<file path="config.mk">
export PLATFORM = sky130hd
export DESIGN_NAME = wall_follow_mode_controller_unit
export DESIGN_NICKNAME = d
export VERILOG_FILES = /design/src/sv/wfmc_pkg.sv /design/src/sv/wall_follow_mode_controller_unit.sv /design/src/sv/wfmc_front.sv /design/src/sv/wfmc_queue.sv /design/src/sv/wfmc_back.sv
export SDC_FILE = /design/constraint.sdc
export NUM_CORES = 1
export LEC_CHECK = 0
export BUFFER_PORTS_ARGS = -buffer_cell sky130_fd_sc_hd__buf_2
export CORE_UTILIZATION = 40
export DETAILED_ROUTE_END_ITERATION = 12
export PLACE_DENSITY = 0.67
export SLEW_MARGIN = 40
export SYNTH_ARGS = -nofsm -noshare
export SYNTH_HDL_FRONTEND = slang
export SYNTH_SLANG_ARGS = --single-unit
</file>
<file path="constraint.sdc">
create_clock -name clk -period 37.1 [get_ports clk]
set_input_delay 0 -clock clk [delete_from_list [all_inputs] [get_ports clk]]
set_output_delay 0 -clock clk [all_outputs]
set_load 0.01 [all_outputs]
</file>
<file path="src/sv/wfmc_pkg.sv">
// types and constants shared by the wall follow mode controller modules
// no dependencies
package wfmc_pkg;

  typedef enum logic [2:0] {
    MODE_ROTATE  = 3'd0,
    MODE_FORWARD = 3'd1,
    MODE_STOP    = 3'd2,
    MODE_TURN    = 3'd3,
    MODE_WALL    = 3'd4
  } wfmc_mode_t;

  typedef enum logic [2:0] {
    REG_HALF_SPAN   = 3'd0,
    REG_FRONT_NEAR  = 3'd1,
    REG_SIDE_NEAR   = 3'd2,
    REG_STOP_TICKS  = 3'd3,
    REG_TURN_ANGLE  = 3'd4,
    REG_GOAL_WINDOW = 3'd5
  } wfmc_reg_t;

  typedef struct packed {
    logic        [12:0] prox_front;
    logic        [12:0] prox_front_left;
    logic        [12:0] prox_front_right;
    logic        [12:0] prox_side_near;
    logic        [12:0] prox_side_far;
    logic signed [15:0] goal_bearing;
    logic signed [15:0] heading;
  } wfmc_in_t;

  typedef struct packed {
    logic signed [15:0] left_speed;
    logic signed [15:0] right_speed;
    logic        [2:0]  mode;
  } wfmc_out_t;

  typedef struct packed {
    logic [15:0] half_span;
    logic [12:0] front_near_level;
    logic [12:0] side_near_level;
    logic [5:0]  stop_ticks;
    logic [14:0] turn_angle;
    logic [14:0] goal_window;
  } wfmc_cfg_t;

  // what the front end extracts from one sample
  typedef struct packed {
    logic        facing;
    logic        blocked;
    logic        side_gt;
    logic        side_lt;
    logic [15:0] heading;
  } wfmc_cls_t;

  // queue handshake between front and back
  typedef struct packed {
    logic empty;
    logic full;
  } wfmc_q_stat_t;

  localparam logic [15:0] RST_HALF_SPAN     = 16'd4588;
  localparam logic [12:0] RST_FRONT_NEAR    = 13'd2867;
  localparam logic [12:0] RST_SIDE_NEAR     = 13'd4096;
  localparam logic [5:0]  RST_STOP_TICKS    = 6'd20;
  localparam logic [14:0] RST_TURN_ANGLE    = 15'd15437;
  localparam logic [14:0] RST_GOAL_WINDOW   = 15'd1043;

  localparam logic [5:0] TICKS_MAX = 6'd63;

  // linear speed and rotation per mode
  localparam logic signed [5:0] V_CRUISE   = 6'sd20;
  localparam logic signed [7:0] W_ROTATE   = 8'sd50;
  localparam logic signed [7:0] W_TURN     = 8'sd100;
  localparam logic signed [7:0] W_WALL_MAG = 8'sd10;

  localparam logic signed [15:0] SPEED_FORWARD = 16'sd5120;

endpackage

</file>
<file path="src/sv/wall_follow_mode_controller_unit.sv">
// wall follow mode controller: an input beat goes into the queue on the
// accepting edge, then into the output register; one beat per cycle
// sustained while out_ready holds; mode and ticks update with the output.
// rst is synchronous: config returns to its defaults, mode to rotate,
// tick count, stored heading and last speeds to zero, queue empties.
// depends on wfmc_pkg, wfmc_front, wfmc_queue, wfmc_back
module wall_follow_mode_controller_unit (
  input  logic                clk,
  input  logic                rst,
  input  logic                in_valid,
  output logic                in_ready,
  input  wfmc_pkg::wfmc_in_t  in_data,
  output logic                out_valid,
  input  logic                out_ready,
  output wfmc_pkg::wfmc_out_t out_data,
  input  logic                cfg_valid,
  output logic                cfg_ready,
  input  logic [2:0]          cfg_index,
  input  logic [15:0]         cfg_data
);

  wfmc_pkg::wfmc_cfg_t    cfg;
  wfmc_pkg::wfmc_cls_t    cls_in;
  wfmc_pkg::wfmc_cls_t    cls_out;
  wfmc_pkg::wfmc_q_stat_t q_stat;
  logic                   push;
  logic                   pop;

  assign cfg_ready = 1'b1;
  assign in_ready  = !q_stat.full;
  assign push      = in_valid && in_ready;

  always_ff @(posedge clk) begin
    if (rst) begin
      cfg.half_span        <= wfmc_pkg::RST_HALF_SPAN;
      cfg.front_near_level <= wfmc_pkg::RST_FRONT_NEAR;
      cfg.side_near_level  <= wfmc_pkg::RST_SIDE_NEAR;
      cfg.stop_ticks       <= wfmc_pkg::RST_STOP_TICKS;
      cfg.turn_angle       <= wfmc_pkg::RST_TURN_ANGLE;
      cfg.goal_window      <= wfmc_pkg::RST_GOAL_WINDOW;
    end else if (cfg_valid) begin
      case (cfg_index)
        wfmc_pkg::REG_HALF_SPAN:   cfg.half_span        <= cfg_data;
        wfmc_pkg::REG_FRONT_NEAR:  cfg.front_near_level <= cfg_data[12:0];
        wfmc_pkg::REG_SIDE_NEAR:   cfg.side_near_level  <= cfg_data[12:0];
        wfmc_pkg::REG_STOP_TICKS:  cfg.stop_ticks       <= cfg_data[5:0];
        wfmc_pkg::REG_TURN_ANGLE:  cfg.turn_angle       <= cfg_data[14:0];
        wfmc_pkg::REG_GOAL_WINDOW: cfg.goal_window      <= cfg_data[14:0];
        default: ;
      endcase
    end
  end

  wfmc_front u_front (
    .sample (in_data),
    .cfg    (cfg),
    .cls    (cls_in)
  );

  wfmc_queue u_queue (
    .clk       (clk),
    .rst       (rst),
    .push      (push),
    .push_data (cls_in),
    .pop       (pop),
    .pop_data  (cls_out),
    .stat      (q_stat)
  );

  wfmc_back u_back (
    .clk       (clk),
    .rst       (rst),
    .cfg       (cfg),
    .q_stat    (q_stat),
    .cls       (cls_out),
    .pop       (pop),
    .out_valid (out_valid),
    .out_ready (out_ready),
    .out_data  (out_data)
  );

endmodule

</file>
<file path="src/sv/wfmc_front.sv">
// front end: classifies one sensor sample into the flags the mode logic needs
// depends on wfmc_pkg
module wfmc_front (
  input  wfmc_pkg::wfmc_in_t  sample,
  input  wfmc_pkg::wfmc_cfg_t cfg,
  output wfmc_pkg::wfmc_cls_t cls
);

  logic signed [16:0] win;
  logic               front_near;
  logic               fl_near;
  logic               fr_near;
  logic [13:0]        n_dist;
  logic [13:0]        f_dist;

  assign win = signed'({2'b00, cfg.goal_window});

  assign front_near = (sample.prox_front != 13'd0) && (sample.prox_front < cfg.front_near_level);
  assign fl_near    = (sample.prox_front_left != 13'd0) &&
                      (sample.prox_front_left < cfg.side_near_level);
  assign fr_near    = (sample.prox_front_right != 13'd0) &&
                      (sample.prox_front_right < cfg.side_near_level);

  // nothing seen reads as farther than any real reading
  assign n_dist = (sample.prox_side_near == 13'd0) ? 14'h2000 : {1'b0, sample.prox_side_near};
  assign f_dist = (sample.prox_side_far == 13'd0) ? 14'h2000 : {1'b0, sample.prox_side_far};

  always_comb begin
    cls.facing  = (17'(sample.goal_bearing) < win) && (17'(sample.goal_bearing) > -win);
    cls.blocked = front_near && fl_near && fr_near;
    cls.side_gt = n_dist > f_dist;
    cls.side_lt = n_dist < f_dist;
    cls.heading = sample.heading;
  end

endmodule

</file>
<file path="src/sv/wfmc_queue.sv">
// two-entry queue of classified samples between front and back
// depends on wfmc_pkg
module wfmc_queue (
  input  logic                   clk,
  input  logic                   rst,
  input  logic                   push,
  input  wfmc_pkg::wfmc_cls_t    push_data,
  input  logic                   pop,
  output wfmc_pkg::wfmc_cls_t    pop_data,
  output wfmc_pkg::wfmc_q_stat_t stat
);

  wfmc_pkg::wfmc_cls_t entries [2];
  logic                wr_ptr;
  logic                rd_ptr;
  logic [1:0]          count;

  assign pop_data   = entries[rd_ptr];
  assign stat.empty = (count == 2'd0);
  assign stat.full  = (count == 2'd2);

  always_ff @(posedge clk) begin
    if (push) begin
      entries[wr_ptr] <= push_data;
    end
  end

  always_ff @(posedge clk) begin
    if (rst) begin
      wr_ptr <= 1'b0;
      rd_ptr <= 1'b0;
      count  <= 2'd0;
    end else begin
      if (push) begin
        wr_ptr <= ~wr_ptr;
      end
      if (pop) begin
        rd_ptr <= ~rd_ptr;
      end
      case ({push, pop})
        2'b10:   count <= count + 2'd1;
        2'b01:   count <= count - 2'd1;
        default: count <= count;
      endcase
    end
  end

endmodule

</file>
<file path="src/sv/wfmc_back.sv">
// back end: mode transitions, wheel speed mix and the output register
// depends on wfmc_pkg
module wfmc_back (
  input  logic                   clk,
  input  logic                   rst,
  input  wfmc_pkg::wfmc_cfg_t    cfg,
  input  wfmc_pkg::wfmc_q_stat_t q_stat,
  input  wfmc_pkg::wfmc_cls_t    cls,
  output logic                   pop,
  output logic                   out_valid,
  input  logic                   out_ready,
  output wfmc_pkg::wfmc_out_t    out_data
);

  wfmc_pkg::wfmc_mode_t mode;
  wfmc_pkg::wfmc_mode_t mode_next;
  logic [5:0]           ticks;
  logic [5:0]           ticks_next;
  logic [15:0]          hac;
  logic                 changed;
  logic signed [15:0]   hdg_diff;
  logic signed [5:0]    v;
  logic signed [7:0]    w;
  logic                 keep;
  logic signed [16:0]   hb_s;
  logic signed [24:0]   base;
  logic signed [24:0]   turn;
  logic signed [15:0]   left_next;
  logic signed [15:0]   right_next;

  function automatic logic signed [15:0] to_q88(input logic signed [24:0] x);
    logic signed [24:0] r;
    begin
      r = (x + 25'sd128) >>> 8;
      if (r > 25'sd32767) begin
        to_q88 = 16'sh7fff;
      end else if (r < -25'sd32768) begin
        to_q88 = 16'sh8000;
      end else begin
        to_q88 = r[15:0];
      end
    end
  endfunction

  assign pop      = !q_stat.empty && (!out_valid || out_ready);
  assign hdg_diff = signed'(cls.heading - hac);

  always_comb begin
    mode_next = mode;
    case (mode)
      wfmc_pkg::MODE_ROTATE: begin
        if (cls.facing) mode_next = wfmc_pkg::MODE_FORWARD;
      end
      wfmc_pkg::MODE_FORWARD, wfmc_pkg::MODE_WALL: begin
        if (cls.blocked) mode_next = wfmc_pkg::MODE_STOP;
      end
      wfmc_pkg::MODE_STOP: begin
        if (ticks > cfg.stop_ticks) mode_next = wfmc_pkg::MODE_TURN;
      end
      wfmc_pkg::MODE_TURN: begin
        if (hdg_diff > signed'({1'b0, cfg.turn_angle})) mode_next = wfmc_pkg::MODE_WALL;
      end
      default: mode_next = mode;
    endcase
    changed = (mode_next != mode);
    // a change restarts the count, then this tick is counted
    if (changed) begin
      ticks_next = 6'd1;
    end else if (ticks < wfmc_pkg::TICKS_MAX) begin
      ticks_next = ticks + 6'd1;
    end else begin
      ticks_next = ticks;
    end
  end

  always_comb begin
    v    = '0;
    w    = '0;
    keep = 1'b0;
    case (mode_next)
      wfmc_pkg::MODE_ROTATE:  w = wfmc_pkg::W_ROTATE;
      wfmc_pkg::MODE_FORWARD: v = wfmc_pkg::V_CRUISE;
      wfmc_pkg::MODE_STOP:    v = '0;
      wfmc_pkg::MODE_TURN:    w = wfmc_pkg::W_TURN;
      wfmc_pkg::MODE_WALL: begin
        v = wfmc_pkg::V_CRUISE;
        if (cls.side_gt) begin
          w = -wfmc_pkg::W_WALL_MAG;
        end else if (cls.side_lt) begin
          w = wfmc_pkg::W_WALL_MAG;
        end else begin
          keep = 1'b1;
        end
      end
      default: v = '0;
    endcase
  end

  assign hb_s       = signed'({1'b0, cfg.half_span});
  assign base       = signed'({{3{v[5]}}, v, 16'd0});
  assign turn       = 25'(hb_s) * 25'(w);
  assign left_next  = keep ? out_data.left_speed  : to_q88(base - turn);
  assign right_next = keep ? out_data.right_speed : to_q88(base + turn);

  always_ff @(posedge clk) begin
    if (rst) begin
      mode                 <= wfmc_pkg::MODE_ROTATE;
      ticks                <= '0;
      hac                  <= '0;
      out_valid            <= 1'b0;
      out_data.left_speed  <= '0;
      out_data.right_speed <= '0;
      out_data.mode        <= wfmc_pkg::MODE_ROTATE;
    end else begin
      if (pop) begin
        mode                 <= mode_next;
        ticks                <= ticks_next;
        if (changed) hac     <= cls.heading;
        out_valid            <= 1'b1;
        out_data.left_speed  <= left_next;
        out_data.right_speed <= right_next;
        out_data.mode        <= mode_next;
      end else if (out_ready) begin
        out_valid <= 1'b0;
      end
    end
  end

endmodule

</file>
==> run metrics, run 1 <==
yosys warns 0; Adder-Cell Fraction of Synth Area 24.90%; via count 13104; Initial Util 40.75%; Max Used Layer met4; detailed-router iteration count before antenna repair 5; delay-heaviest family, CP compound AO/OA/AOI/OAI gates; post-synthesis mux area share 1.558%; count leader, synth nand2_1; MaxCap Viol Count 0; CTS tree yes; top post-synthesis cells by area dfxtp_1 18%, ha_1 15%, fa_1 9.0%; Final Cycle Share 34.95%; Pwr Density 75.66 mW/mm^2; clk_lat worst skew 0.45 ns; met1 WL 17180 um; Worst setup SP type flip-flop; pre-CTS setup slack 24.28 ns; stages on the worst setup path 47; post_cts resized 0; Clock Path Buffers 2; vias per cell 5.295; met2 WL 19270 um; top-level I/O count 159; Hold WS 0.01826 ns; H-tree depth 4; distinct cell type count after synthesis 87; Total Routing Usage GR 20.32%; Least-Margin Pin Slew 0.8000 ns; WL per Instance 15.70 um; Setup TNS Final 0 ns; TritonCTS Sinks 181; fin nets 2328; R2R cell count 47; total core area 0.03784 mm^2; syn avg cell area 8.510 um^2; top cells by count, synth 224 x nand2_1, 201 x inv_1, 188 x ha_1; Initial DRC Count 747; worst hold start cfg_index[0]; main combinational cell family by area after synthesis adder cells; grt total ovfl 0; CTS buffer count 17; final WL 38850 um; Buffers on Ports 157; final hold violation count 0; critical path peak fanout 20; Hold WC Path Type primary input to flip-flop; Root Driver clkbuf_16; fillcell total 3748; complex-gate fraction of the synthesized area 16.75%; fin area 0.01757 mm^2; CP max stage delay 0.68 ns; Synth top area share 18.31%; Synth Register Bits 181; DIE HEIGHT 198.3 um; XOR/XNOR Fraction of Synth Area 4.122%; Crit path required time 37.45 ns; final setup violation count 0; Top FF cell, synth dfxtp_1; dpl hpwl 30060 um; Slew headroom 46.67%; Cell Area, Synth 0.01542 mm^2; Die ar. 0.03934 mm^2; Setup CP Type flip-flop to flip-flop; vias in the first global route 13086; DRC 0; synth-to-layout area growth 13.95%; number of flops mapped to enable cells by yosys 40; RR Endpoint u_back.out_data[25]; Syn Inst Count 1812; Tmin final 12.97 ns; share of flip-flops with an asynchronous set or reset 0%; setup ws final 24.13 ns; Peak supply drop 0.06226 mV; pins over their slew limit 0; Reg2Reg Setup Slack 24.13 ns; WL met3 1556 um; run status finished clean; RePlAce Congestion 0.9248; layout cells sized above 1 13.25%; sequential share of the synthesized area 26.10%; Leakage 8.067 nW; DP Area 0.01664 mm^2; CP arrival 13.32 ns; CP max-delay cell dfxtp_2; pin count of the biggest net entering global routing 108; # rows 71; Die Wd 198.3 um; total power 0.001329 W; RSZ-0062 raised after global routing no; fmax 77.12 MHz; element type at the critical path end flip-flop; initial antenna violation count 1; CP bufs+invs 5; Post-Route Skew 0.01621 ns; cell taking the most area after synthesis dfxtp_1; clock slew seen by the registers of the worst setup and hold paths 0.08 ns; crit path to u_back.out_data[25]; global-route wire length before repair 64340 um; Synth Area in Simple Gates 19.63%; syn nets 2190; Routed Antenna Nets 0
repair_timing:
action	4_1_cts	5_1_grt
endpoints found under the hold margin	119	0
hold buffers	34	0
buffers inserted	0	0
cell families after synthesis:
family | Yosys count
adder cells (fa/ha/maj) | 267
AO/OA/AOI/OAI | 375
buffers and inverters | 280
AND/OR/NAND/NOR | 616
flip-flops | 181
XOR/XNOR | 70
other | 1
multiplexers | 22
worst min-delay path by stage:
stage               cells after the start  slack, ns                      to
floorplan                               0        0.1   u_queue.entries[0][0]
global placement                        1       0.19  u_queue.entries[0][13]
detailed placement                      1       0.19   u_queue.entries[0][6]
CTS                                     4      0.002          u_queue.wr_ptr
global route                            4       0.04                 cfg[44]
finish                                  4       0.02                 cfg[47]
through the flow:
step / std cells / util, %
floorplan: 1812 / -
global placement: 2407 / 43.84
detailed placement: 2408 / 43.96
CTS: 2474 / 46.42
global route: 2475 / 46.43
finish: 2475 / 46.43
report_power, final:
| group | internal [W] | switching, W | total, W |
|---|---|---|---|
| sequential | 0.000237 | 0.0000217 | 0.000259 |
| clock | 0.0000963 | 0.0000886 | 0.000185 |
| combinational | 0.000344 | 0.000542 | 0.000886 |
| total | 0.000677 | 0.000653 | 0.00133 |
final cells by class:
type | count | area (um^2) | area share (%)
Inverter | 201 | 754.5 | 4.294
Clock buffer | 18 | 429.2 | 2.443
Multi-Input combinational cell | 1351 | 10370 | 59.01
Sequential cell | 181 | 4025 | 22.91
Clock inverter | 14 | 158.9 | 0.9044
Antenna cell | 1 | 2.502 | 0.01424
Tap cell | 511 | 639.4 | 3.639
Timing Repair Buffer | 198 | 1192 | 6.786
worst min-delay path, cell delays in order:
cell and delay [ns]:
buf_2 0.14, nor2_2 0.13, nand2_1 0.09, a21oi_1 0.05
sequential cells by signal (all words and copies together), names as in the netlist, named ones only:
name,cells
cfg,78
u_queue.wr_ptr,1
u_back.out_data,35
u_back.hac,16
u_back.ticks,6
u_back.out_valid,1
u_queue.rd_ptr,1
u_queue.entries,40
u_queue.count,2
cell usage in the layout, fill, tap and decap left out, drive strengths merged, types with 16 or more instances in the layout:
cell,count
nor3,29
mux2,16
nor4,17
nand4,32
buf,164
o21a,20
edfxtp,40
dfxtp,141
ha,188
fa,69
dlygate4sd3,34
a21oi,111
inv,212
xor2,30
and2,51
clkbuf,18
nand3,20
a211oi,48
nand3b,28
a21o,48
nand2,224
nand2b,16
o21ai,46
xnor2,40
nor2b,25
nor2,124
metal layers:
| layer | vias to the layer above | GRT usage (%) |
|---|---|---|
| met5 | - | 0 |
| met1 | 6215 | 25.26 |
| met4 | 0 | 5.685 |
| li1 | 6523 | - |
| met2 | 316 | 36.37 |
| met3 | 50 | 2.793 |
Note: power is estimated with default switching activity, not from simulation.
==> run 2: changes to the inputs <==
Settings changed: PLACE_DENSITY 0.67 to 0.69.
Clock period 37.1 ns to 11.5 ns, I/O delays scaled along.
==> run 2 against run 1 <==
Net effect:
- worst hold slack got worse by 0.010 ns
- clock-buffer cell count unchanged
- global-route usage rose by 0.097 points
- non-clock buffer count increased by 31
- clock skew shrank 0.0026 ns
- critical path depth increased by 2
- via count rose by 1.6%
- flip-flop and latch count is the same
- combinational power rose to 3.5 times the previous value
- clock power rose to 3.3 times the previous value
- utilization is 1.2 points higher
- sequential share of layout area shrank 0.58 points
- critical endpoint is now u_back.out_data[3]
==> run metrics, run 2 (synthesis gave the netlist of run 1 again) <==
CP max stage delay 0.55 ns; global-route wire length before repair 64690 um; Least-Margin Pin Slew 0.7346 ns; # rows 71; fin area 0.01802 mm^2; biggest regs cfg: 78 flops, u_queue.entries: 40 flops, u_back.out_data: 35 flops; Worst setup SP type flip-flop; clk_lat worst skew 0.45 ns; Reg power frac 18.1%; Leakage 8.284 nW; post-layout util 47.63%; DIE HEIGHT 198.3 um; Buffers on Ports 157; total net switching power 0.002173 W; Pwr Density 251.2 mW/mm^2; ANT cells 0; fmax 90.69 MHz; Die ar. 0.03934 mm^2; Peak supply drop 0.2021 mV; pin count of the biggest net entering global routing 108; clock share of power 13.7%; via count 13310; Post-Route Skew 0.01364 ns; critical path peak fanout 14; RePlAce Congestion 0.9414; CTS buffer count 17; DP Area 0.01679 mm^2; dpl hpwl 30590 um; final setup violation count 0; vias in the first global route 13212; CP arrival 11.36 ns; commonest non-fill, non-tap cell in the layout nand2_1; max FFs per register 78; Initial Util 40.75%; Total Routing Usage GR 20.42%; pins over their slew limit 0; Most flops, register cfg; CP max-delay cell fa_1; WL per Instance 15.70 um; run status finished clean; MaxCap Viol Count 0; fin nets 2360; DRC 0; Slew headroom 49.63%; Die Wd 198.3 um; Hold WC Path Type primary input to flip-flop; Final Cycle Share 95.88%; vias per cell 5.311; TritonCTS Sinks 181; Tmin final 11.03 ns; initial antenna violation count 0; synth-to-layout area growth 16.89%; Crit path top cell by count inv_1; Root Driver clkbuf_16; H-tree depth 4; Routed Antenna Nets 0; Initial DRC Count 679; total core area 0.03784 mm^2; Clock Path Buffers 2; CTS tree yes; Setup CP Type flip-flop to flip-flop; leading cell types in the layout, fill and taps excluded 224 x nand2_1, 201 x inv_1, 188 x ha_1, 156 x buf_2, 140 x dfxtp_1; grt total ovfl 0; sw frac 47.99%; detailed-router iteration count before antenna repair 6; final WL 39340 um; layout cells sized above 1 15.64%; Crit path required time 11.84 ns; clock slew seen by the registers of the worst setup and hold paths 0.08 ns; Gate power share 68.2%; Int Pwr 0.002355 W; final hold violation count 0; element type at the critical path end flip-flop; top-level I/O count 159
[run 2: changes by cell type in the layout (fill, tap and decap cells not counted), sizes merged]
cell | before | now
buf | 164 | 195
inv | 212 | 209
clkinv | 2 | 4
a221o | 1 | 2
bufinv | 1 | 2
diode | 1 | 0
[run 2: final timing paths]
| check | from | endpoint | slack (ns) | depth (start not counted) |
|---|---|---|---|---|
| worst min-delay path | cfg_index[0] | cfg[44] | 0.008 | 4 |
| worst min register to register | cfg[12] | cfg[12] | 0.46 | 2 |
| worst max-delay path | flip-flop | u_back.out_data[3] | 0.47 | 49 |
| worst max register to register | flip-flop | u_back.out_data[3] | 0.47 | 49 |
[run 2: area by class of cell]
cell class	count	area [um^2]
Timing Repair Buffer	229	1463
Multi-Input combinational cell	1352	10530
Sequential cell	181	4025
Tap cell	511	639.4
Clock buffer	18	429.2
Inverter	201	754.5
Clock inverter	14	185.2
Fill cell	3674	19820
[run 2: layer usage]
layer / vias to the layer above / track usage, % / share of wire, %
met3: 58 / 2.470 / 3.7
li1: 6592 / - / -
met5: - / 0 / 0
met1: 6330 / 25.11 / 44
met2: 330 / 36.57 / 50
met4: 0 / 6.948 / 2.5
[run 2: metrics by stage]
stage / std cells / hold WS, ns / TNS [ns] / worst slack (ns) / total power (W)
2_1_floorplan: 1812 / 0.09887 / 0 / 0.01165 / 0.002970
3_3_place_gp: 2425 / 0.1917 / -0.5195 / -0.06697 / 0.003707
3_5_place_dp: 2426 / 0.1929 / -11.02 / -0.4631 / 0.003797
4_1_cts: 2499 / 0.01014 / 0 / 0.01407 / 0.004482
5_1_grt: 2506 / 0.02453 / -0.7300 / -0.06924 / 0.004922
6_report: 2506 / 0.008107 / 0 / 0.4738 / 0.004528
[run 2: repair_timing]
action,in CTS,in global routing
pin swaps,5,14
buffers inserted,7,6
setup endpoints to repair,29,32
gates resized for setup,7,24
cloned,0,1
endpoints found under the hold margin,118,0
hold buffers,34,0
[run 2: power by group through the flow]
stage / clock, W / combinational, W / sequential, W
CTS: 0.000626 / 0.00303 / 0.000822
detailed placement: 0 / 0.00296 / 0.000836
global route: 0.000654 / 0.00343 / 0.000834
global placement: 0 / 0.00287 / 0.000833
floorplan: 0 / 0.00213 / 0.000840
finish: 0.000619 / 0.00309 / 0.000821
[run 2: worst max-delay path: cells and delay by family (launching register included)]
family	cells	cell delay (ns)
flops	1	0.39
fa+ha+maj	9	3.56
compound gates	22	4.51
mux	1	0.26
simple gates	9	1.45
xor+xnor	1	0.15
buf+inv	7	0.59
